## config.mk

```make
export PLATFORM = sky130hd
export DESIGN_NAME = hsl_step
export DESIGN_NICKNAME = d
export VERILOG_FILES = /design/src/hdl/hsl_pkg.sv /design/src/hdl/hsl_step.sv
export SDC_FILE = /design/constraint.sdc
export NUM_CORES = 1
export LEC_CHECK = 0
export BUFFER_PORTS_ARGS = -buffer_cell sky130_fd_sc_hd__clkbuf_2
export CORE_ASPECT_RATIO = 0.6
export CORE_UTILIZATION = 46
export DETAILED_ROUTE_END_ITERATION = 12
export GPL_TIMING_DRIVEN = 0
export PLACE_DENSITY = 0.91
export SYNTH_ARGS = -nofsm -noshare
export SYNTH_HDL_FRONTEND = slang
export SYNTH_SLANG_ARGS = --single-unit
```

## constraint.sdc

```tcl
create_clock -name vclk -period 13.95
set_input_delay 2.79 -clock vclk [all_inputs]
set_output_delay 2.79 -clock vclk [all_outputs]
set_load 0.02 [all_outputs]
```

## src/hdl/hsl_pkg.sv

```systemverilog
package hsl_pkg;

    localparam int POS_W      = 32;
    localparam int EXT_W      = (POS_W > 32) ? POS_W : 32;
    localparam int COUNT_W    = 16;
    localparam int SPEED_W    = 7;
    localparam int DRIVE_W    = 8;
    localparam int OUT_POS_W  = 32;
    localparam int THR_W      = 32;
    localparam int CFG_IDX_W  = 3;
    localparam int CFG_DATA_W = 32;

    localparam logic [SPEED_W-1:0] SPEED_MAX = SPEED_W'(100);

    localparam logic [SPEED_W-1:0]      RST_CRUISE_SPEED = SPEED_W'(100);
    localparam logic [SPEED_W-1:0]      RST_CREEP_SPEED  = SPEED_W'(30);
    localparam logic signed [THR_W-1:0] RST_SLOW_BELOW   = THR_W'(196608);
    localparam logic signed [THR_W-1:0] RST_SLOW_ABOVE   = THR_W'(1769472);
    localparam logic signed [THR_W-1:0] RST_FAST_FROM    = THR_W'(393216);
    localparam logic signed [THR_W-1:0] RST_FAST_TO      = THR_W'(1572864);

    typedef enum logic [CFG_IDX_W-1:0] {
        CFG_CRUISE_SPEED,
        CFG_CREEP_SPEED,
        CFG_SLOW_BELOW,
        CFG_SLOW_ABOVE,
        CFG_FAST_FROM,
        CFG_FAST_TO
    } t_cfg_idx;

    typedef struct packed {
        logic [SPEED_W-1:0]      cruise_speed;
        logic [SPEED_W-1:0]      creep_speed;
        logic signed [THR_W-1:0] slow_below;
        logic signed [THR_W-1:0] slow_above;
        logic signed [THR_W-1:0] fast_from;
        logic signed [THR_W-1:0] fast_to;
    } t_cfg;

    typedef struct packed {
        logic signed [POS_W-1:0] position;
        logic [COUNT_W-1:0]      last_count;
        logic                    started;
        logic                    slow_flag;
    } t_state;

    typedef struct packed {
        logic signed [COUNT_W-1:0] encoder_count;
        logic                      home_switch;
        logic                      far_switch;
        logic                      forward_button;
        logic                      reverse_button;
    } t_sample;

    typedef struct packed {
        logic signed [DRIVE_W-1:0]   drive_command;
        logic                        slow_zone;
        logic signed [OUT_POS_W-1:0] axis_position;
    } t_result;

endpackage

```

## src/hdl/hsl_step.sv

```systemverilog
module hsl_step
    import hsl_pkg::*;
(
    input  t_cfg    i_cfg,
    input  t_state  i_cur,
    input  t_sample i_smp,
    output t_state  o_nxt,
    output t_result o_res
);

    localparam logic signed [POS_W:0] POS_MAX_X = {2'b00, {(POS_W-1){1'b1}}};
    localparam logic signed [POS_W:0] POS_MIN_X = {2'b11, {(POS_W-1){1'b0}}};

    logic signed [COUNT_W-1:0] diff;
    logic signed [POS_W:0]     sum;
    logic signed [POS_W-1:0]   tracked;
    logic signed [POS_W-1:0]   pos;
    logic signed [EXT_W-1:0]   pos_x;
    logic                      set_slow;
    logic                      clr_slow;
    logic                      slow;
    logic [SPEED_W-1:0]        raw_speed;
    logic [SPEED_W-1:0]        speed;
    logic signed [DRIVE_W-1:0] spd_s;
    logic signed [DRIVE_W-1:0] drive;

    // wrap difference, then subtract with saturation at the position limits
    assign diff = i_smp.encoder_count - signed'(i_cur.last_count);
    assign sum  = (POS_W+1)'(i_cur.position) - (POS_W+1)'(diff);

    always_comb begin
        if (sum[POS_W] != sum[POS_W-1]) begin
            tracked = sum[POS_W] ? POS_MIN_X[POS_W-1:0] : POS_MAX_X[POS_W-1:0];
        end else begin
            tracked = sum[POS_W-1:0];
        end
    end

    always_comb begin
        if (i_smp.home_switch) begin
            pos = '0;
        end else if (i_cur.started) begin
            pos = tracked;
        end else begin
            pos = i_cur.position;
        end
    end

    // hysteresis on the new position
    assign pos_x    = EXT_W'(pos);
    assign set_slow = (pos_x <= EXT_W'(i_cfg.slow_below)) ||
                      (pos_x >= EXT_W'(i_cfg.slow_above));
    assign clr_slow = (pos_x >= EXT_W'(i_cfg.fast_from)) &&
                      (pos_x <= EXT_W'(i_cfg.fast_to));
    assign slow     = set_slow ? 1'b1 : (clr_slow ? 1'b0 : i_cur.slow_flag);

    assign raw_speed = slow ? i_cfg.creep_speed : i_cfg.cruise_speed;
    assign speed     = (raw_speed > SPEED_MAX) ? SPEED_MAX : raw_speed;
    assign spd_s     = signed'(DRIVE_W'(speed));

    always_comb begin
        if (i_smp.home_switch) begin
            drive = i_smp.reverse_button ? -spd_s : '0;
        end else if (i_smp.far_switch) begin
            drive = i_smp.forward_button ? spd_s : '0;
        end else if (i_smp.forward_button) begin
            drive = spd_s;
        end else if (i_smp.reverse_button) begin
            drive = -spd_s;
        end else begin
            drive = '0;
        end
    end

    assign o_nxt.position   = pos;
    assign o_nxt.last_count = i_smp.encoder_count;
    assign o_nxt.started    = 1'b1;
    assign o_nxt.slow_flag  = slow;

    assign o_res.drive_command = drive;
    assign o_res.slow_zone     = slow;
    assign o_res.axis_position = OUT_POS_W'(pos);

endmodule

```

# Yosys cells after proc, flatten, opt, wreduce, memory -nomap -nowiden
# Cells that the tools add are included.
[totals]
regBits = 0
input_bits = 212
output_inout_bits = 91
[classes]
addsub = 4
order_cmp = 5
n_eq_ne = 1
n_mux = 14
reduce_logical = 2
[op_table]
columns = ["operator", "count"]
rows = [
  ["2-to-1 mux 32 bit", 4],
  ["greater-or-equal comparator 32 bit", 2],
  ["less-or-equal comparator 32 bit", 2],
  ["2-to-1 mux 8 bit", 5],
  ["subtractor 32 x 16 -> 33 bit", 1],
  ["2-to-1 mux 7 bit", 3],
  ["negator 7 -> 8 bit", 2],
  ["subtractor 16 bit", 1],
  ["greater-than comparator 7 bit, second input constant", 1],
  ["2-to-1 mux 1 bit", 2],
  ["logical AND 1 bit", 1],
  ["logical OR 1 bit", 1],
  ["!= test 1 bit", 1],
]

# Depth between registers and ports, before layout
# Gate-level depths: netlist of the first run.
[logic_depth]
ltp_word = 18
ltp_mapped = 44
ltp_nobuf = 41

# Worst setup path before layout of the first run
# OpenSTA, ideal clock, no wires.
[synth_timing]
path_kind = "input to output"
from = "input port i_smp[4] (netlist name)"
to = "output port o_res[39] (netlist name)"
arrival_time_ps = 12200
slack_ps = -1040
path_stages = 43
path_buffers = 3
cell_sequence = "inv_1 ha_1 inv_1 fa_1 a21o_1 a21oi_1 nor2b_1 o21ai_0 a21oi_1 o21a_1 o31a_1 o41ai_1 nand3_1 o211a_1 ha_1 nand3_1 nor2_1 nand2_1 [7 not listed] nor3_2 nor4_1 ha_1 nand4_1 nor2_1 nand2_1 or4_1 o21ai_0 mux2i_1 o31a_1 nor4_2 buf_2 mux2_2 ha_1 a21oi_1 xor2_1 nor2_1 a211oi_1"
[synth_lines]
columns = ["element", "line", "text"]
rows = [
  ["start: declaration", "hsl_step.sv:6", "input t_sample i_smp,"],
  ["end: declaration", "hsl_step.sv:8", "output t_result o_res"],
]

==> metrics.md, run 1 <==
| Metric | Value |
|---|---|
| Antenna violations before repair | 1 |
| Largest family of logic cells by synthesized area | adder cells |
| Violated checks | setup timing |
| Layout cell share with drive strength beyond 1 | 0.387 |
| Worst Slack Setup Final | -0.464 ns |
| CP startpoint kind | primary input |
| Clkbuf count | 0 |
| Via Count | 9,188 |
| Initial Util | 0.481 |
| RSZ-0062 raised after global routing | true |
| Footprint of the multi-input gates | ~6600 µm² |
| Layout area overhead | 44.8% |
| CP startpoint | i_smp[4] |
| # DRC | 0 |
| Most frequent CP cell | ha_4 |
| First-pass GRT wire length | between 40 and 50 mm |
| Post-Synth Simple-Gate Area | 0.219 |
| Via density | approximately 5.7 |
| Final min period | between 10 and 15 ns |
| Final Power | ~770 µW |
| Max_slew headroom | 0.279 |
| Max Clk Rate | ~70 MHz |
| Crit path DAT | between 10 and 15 ns |
| Placed cell areas | a little over 9000 µm² |
| Worst-margin pin slew | roughly 1.1 ns |
| Hold_ws | 5.91 ns |
| Crit Path Category | primary input to output port |
| Status | complete, but fails checks |
| Mux share of post-synthesis cell area | 0.0175 |
| Dpl hpwl | ~22 mm |
| Syn nets | roughly 1,400 |
| Final TNS setup | -1.21 ns |
| Util after Layout | 0.696 |
| PwrDens | 74.8 nW/µm² |
| Post-synthesis cell area | roughly 7000 µm² |
| IO Pins | slightly above 300 |
| Vias in the first global route | ~8,500 |
| Die width | between 150 and 200 µm |
| Slowest stage cell, crit path | or4_4 |
| Post-Synth XOR/XNOR Area | 0.0333 |
| Drt total wl | between 20 and 30 mm |
| Core Footprint | approximately 15,000 µm² |
| Largest net degree at the start of global routing | 11 |
| Setup violators final | 3 |
| Critical path data required time | approximately 11 ns |
| Port bufs | about 300 |
| Die area | ~16,000 µm² |
| Crit share post-route | 1.03 |
| Synth cell types | 79 |
| Adder-cell share of the synthesized area | 0.290 |
| VDD IR max | 0.0000552 V |
| HP Class | primary input to output port |
| Sequential fraction of the synthesis area | 0 |
| Max_cap viols | 0 |
| Max Fanout on Critical Path | 5 |
| Max incr delay on CP | 0.56 ns |
| Finished Cell Area | between 10,000 and 15,000 µm² |
| GRT Total Usage | 0.332 |
| Pre-antenna DRT Iters | 5 |
| Slew Viols, Final | 0 |
| CP endpoint kind | output port |
| Leak pwr | around 5.7 nW |
| CP Capture Point | o_res[35] |
| Synthesized area per cell | 6.92 µm² |
| Antenna Violating Nets Remaining | 0 |
| Synth Area in Compound Gates | 0.278 |
| YS warnings | 0 |
| # diodes | 0 |
| Routability Congestion | approximately 0.99 |
| Initial DRC Count | between 700 and 800 |
| Hold Vio Cnt, Final | 0 |
| Sequential cell area | 0 µm² |
| Num sequential | 0 |
| HP Start | i_smp[12] |
| Wirelength per Cell | ~17 µm |
| Overflow after GRT | 0 |
| # fillers | between 1,000 and 1,500 |
| Syn Inst Count | 1,025 |
| Standard-cell rows | 34 |
| Fin nets | between 1,500 and 2,000 |
| Die Height | between 90 and 100 µm |
## synth_stat cells (all sizes together) (3+ instances only)
cell / n / area, µm²
nand3b: 3 / 22.5
o32ai: 3 / 26.3
mux2i: 4 / 52.6
or2: 8 / 50.1
nand2: 57 / 214
or4: 3 / 22.5
a31oi: 5 / 46.3
and2: 4 / 25.0
xnor2: 14 / 123
xor2: 13 / 114
o21ai: 54 / 270
buf: 59 / 453
a21o: 35 / 263
or3: 6 / 37.5
a311oi: 11 / 134
o31ai: 5 / 37.5
a221oi: 10 / 131
o211ai: 8 / 65.1
nor3: 28 / 185
nor4: 14 / 100
nor2b: 14 / 87.6
nand2b: 10 / 62.6
nor2: 81 / 312
o21a: 13 / 97.6
a211oi: 22 / 170
nand3: 28 / 140
a21oi: 77 / 385
o31a: 3 / 26.3
and4: 5 / 43.8
clkbuf: 15 / 56.3
o22ai: 4 / 25.0
ha: 161 / 2010
nand4: 29 / 181
and3: 4 / 25.0
mux2: 6 / 71.3
inv: 170 / 638
## cells in the final DEF (no fill, tap or decap), drive strengths merged, types with 3 or more instances in the layout
cell type	n
o31ai	5
o21ai	54
or4	3
o31a	3
xnor2	14
o21a	13
o22ai	4
clkbuf	306
o32ai	3
mux2	7
nor2b	14
and4	5
a21oi	77
o211ai	8
and2	4
a211oi	22
xor2	13
or2	8
nor2	81
nand3	28
a311oi	11
nor3	28
buf	150
nand4	29
and3	4
a31oi	5
mux2i	4
ha	161
nand2	57
nor4	14
nand2b	10
a221oi	10
inv	170
or3	6
nand3b	3
a21o	35
## metal layers
metal  track usage  vias to the layer above  share of wire  routed length (µm)
met5             0                        -        0.00046                  13
met4        0.0515                        2          0.018                 516
met3        0.0382                       48          0.085                2380
met2         0.550                      447           0.45               12500
met1         0.464                     4284           0.45               12700
li1              -                     4407              -                   -
## where the power goes
group	switching [mW]	internal (mW)	leakage, nW
Sequential	0	0	0
Combinational	0.433	0.336	5.74
Clock	0	0	0
Total	0.433	0.336	5.74
## per-stage QoR
stage | std cells | worst slack (ns)
finish | 1606 | -0.464
global route | 1606 | -0.732
CTS | 1597 | -0.251
detailed placement | 1519 | -1.58
global placement | 1519 | -1.52
floorplan | 1025 | 0.0170
## kinds of logic after synthesis
kind of cell             count (synthesis)
AND/OR/NAND/NOR                        299
AO/OA/AOI/OAI                          280
buffers and inverters                  245
adder cells (fa/ha/maj)                163
XOR/XNOR                                27
multiplexers                            10
other                                    1
## final cells by class
class,count,share of cell area
Buffer,73,0.0494
Timing Repair Buffer,383,0.217
Multi-Input combinational cell,781,0.647
Inverter,171,0.0630
Tap cell,198,0.0241
## worst max-delay path: cells and delay by family
kind,cells,cell delay (ns)
AOI/OAI and AO/OA,17,4.05
and+or+nand+nor,13,2.21
adders and majority gates,5,1.17
buffers and inverters,6,0.71
muxes,3,0.69
## how the worst min path moves through the flow
stage	endpoint	depth (start not counted)
floorplan	o_nxt[10]	1
global route	o_nxt[10]	3
global placement	o_nxt[14]	3
CTS	o_nxt[13]	3
finish	o_nxt[10]	3
detailed placement	o_nxt[11]	3
## timing repair
item                                    in CTS  in global routing
pin swaps                                   67                 14
gates resized for setup                     65                 26
endpoints found under the hold margin        0                  0
endpoints found under the setup margin      10                 10
hold buffers                                 0                  0
buffers inserted                            77                 10
cloned                                       1                  0
(Power assumes the default switching activity.)
==> run 2: changes to the inputs <==
Settings changed: CELL_PAD_IN_SITES_DETAIL_PLACEMENT set to 0, CELL_PAD_IN_SITES_GLOBAL_PLACEMENT set to 1, CORE_UTILIZATION 46 to 31, PLACE_DENSITY 0.91 to 0.9.
==> metrics.md, run 2 (synthesized netlist as in run 1, its figures left out) <==
| Metric | Value |
|---|---|
| Drt total wl | about 30 mm |
| Antenna violations before repair | 0 |
| Setup violators final | 4 |
| Routability Congestion | about 0.96 |
| Die Height | 119 µm |
| Violated checks | setup timing |
| Sequential cell area | 0 µm² |
| Final TNS setup | -1.18 ns |
| First-pass GRT wire length | about 44 mm |
| Crit Path Category | primary input to output port |
| Status | complete, but fails checks |
| Finished Cell Area | about 11,000 µm² |
| Slowest stage cell, crit path | or4_4 |
| Layout cell share with drive strength beyond 1 | 0.413 |
| Hold Path Sink | o_nxt[11] |
| Placed Cells | between 1,500 and 2,000 |
| Max incr delay on CP | roughly 0.5 ns |
| IO Pins | 303 |
| Clkbuf count | 0 |
| PwrDens | ~75 nW/µm² |
| Via density | just over 5 |
| Final min period | roughly 14 ns |
| GRT Total Usage | 0.238 |
| Core Footprint | 22,200 µm² |
| Dpl hpwl | approximately 24 mm |
| Footprint of the multi-input gates | 6840 µm² |
| Critical path data required time | ~11 ns |
| Largest net degree at the start of global routing | 11 |
| Antenna Violating Nets Remaining | 0 |
| Hold Crit Depth | 3 |
| Max Fanout on Critical Path | 5 |
| Hold_ws | around 5.9 ns |
| CP endpoint kind | output port |
| Worst Slack Setup Final | -0.438 ns |
| HP Class | primary input to output port |
| Crit path DAT | ~12 ns |
| Layout area overhead | 53.5% |
| Die width | around 200 µm |
| Port bufs | about 300 |
| CP startpoint | i_smp[4] |
| Wirelength per Cell | between 15 and 20 µm |
| CTS Hold Buffers Added | 0 |
| Standard-cell rows | between 40 and 50 |
| Worst-margin pin slew | 1.15 ns |
| Hold Vio Cnt, Final | 0 |
| DP Worst Slack | -1.79 ns |
| Initial DRC Count | approximately 460 |
| Max Clk Rate | roughly 70 MHz |
| Most frequent cells in the layout | 289 x clkbuf_2, 168 x inv_1, 150 x ha_1 |
| Max_slew headroom | 0.234 |
| # DRC | 0 |
| Max_cap viols | 0 |
| CP startpoint kind | primary input |
| Initial Util | 0.319 |
| Leading cell type in the layout, fill and taps excluded | clkbuf_2 |
| Crit share post-route | 1.03 |
| Finished Layout Cells | 1,739 |
| Slew Viols, Final | 0 |
| Fin nets | 1,807 |
| Via Count | between 8,000 and 9,000 |
| Num sequential | 0 |
| Pre-antenna DRT Iters | 5 |
| Overflow after GRT | 0 |
| Vias in the first global route | ~8,200 |
| Die area | ~24,000 µm² |
| VDD IR max | roughly 0.000030 V |
| HP Start | i_smp[13] |
| Leak pwr | slightly below 6 nW |
| Util after Layout | 0.490 |
| Final Power | about 810 µW |
| RSZ-0062 raised after global routing | true |
| # fillers | ~2,300 |
| Placed cell areas | 9270 µm² |
==> run 2: changes by cell type in the layout (fill, tap and decap cells not counted), sizes merged <==
cell | previous run | this run
buf | 150 | 172
diode | 0 | 1
==> run 2: cell type report <==
type / instances / area share
Multi-Input combinational cell: 781 / 0.628
Tap cell: 308 / 0.0354
Timing Repair Buffer: 405 / 0.229
Buffer: 73 / 0.0482
Antenna cell: 1 / 0.000230
Inverter: 171 / 0.0592
==> run 2: how the worst max path moves through the flow <==
stage | to | slack (ns)
after floorplan | o_res[35] | 0.02
after global placement | o_res[35] | -1.76
after detailed placement | o_res[35] | -1.79
after CTS | o_res[35] | -0.39
after global routing | o_res[35] | -0.80
final | o_res[35] | -0.44
==> run 2: metal layers <==
metal  GRT usage  vias up  wire (µm)
met5           0        -          0
li1            -     4457          -
met1       0.355     4109      15000
met4      0.0237        0        186
met2       0.364      335      12700
met3      0.0402       18       2250
==> run 2: critical path, delay by kind of cell <==
family,cells,cell delay [ns]
fa+ha+maj,5,1.12
mux,3,0.71
buf+inv,6,0.69
compound gates,17,3.93
simple gates,13,2.38
==> run 2: what timing repair did <==
item / CTS / global route
buffers inserted: 66 / 43
setup endpoints to repair: 10 / 10
gates cloned: 2 / 1
gates resized for setup: 75 / 56
pin swaps: 64 / 65
==> run 2: where the power goes <==
part              total (mW)  leakage [nW]  internal (mW)  switching, mW
clock network  0.00000000959    0.00000634  0.00000000958              0
logic                  0.814          5.94          0.365          0.449
registers                  0             0              0              0
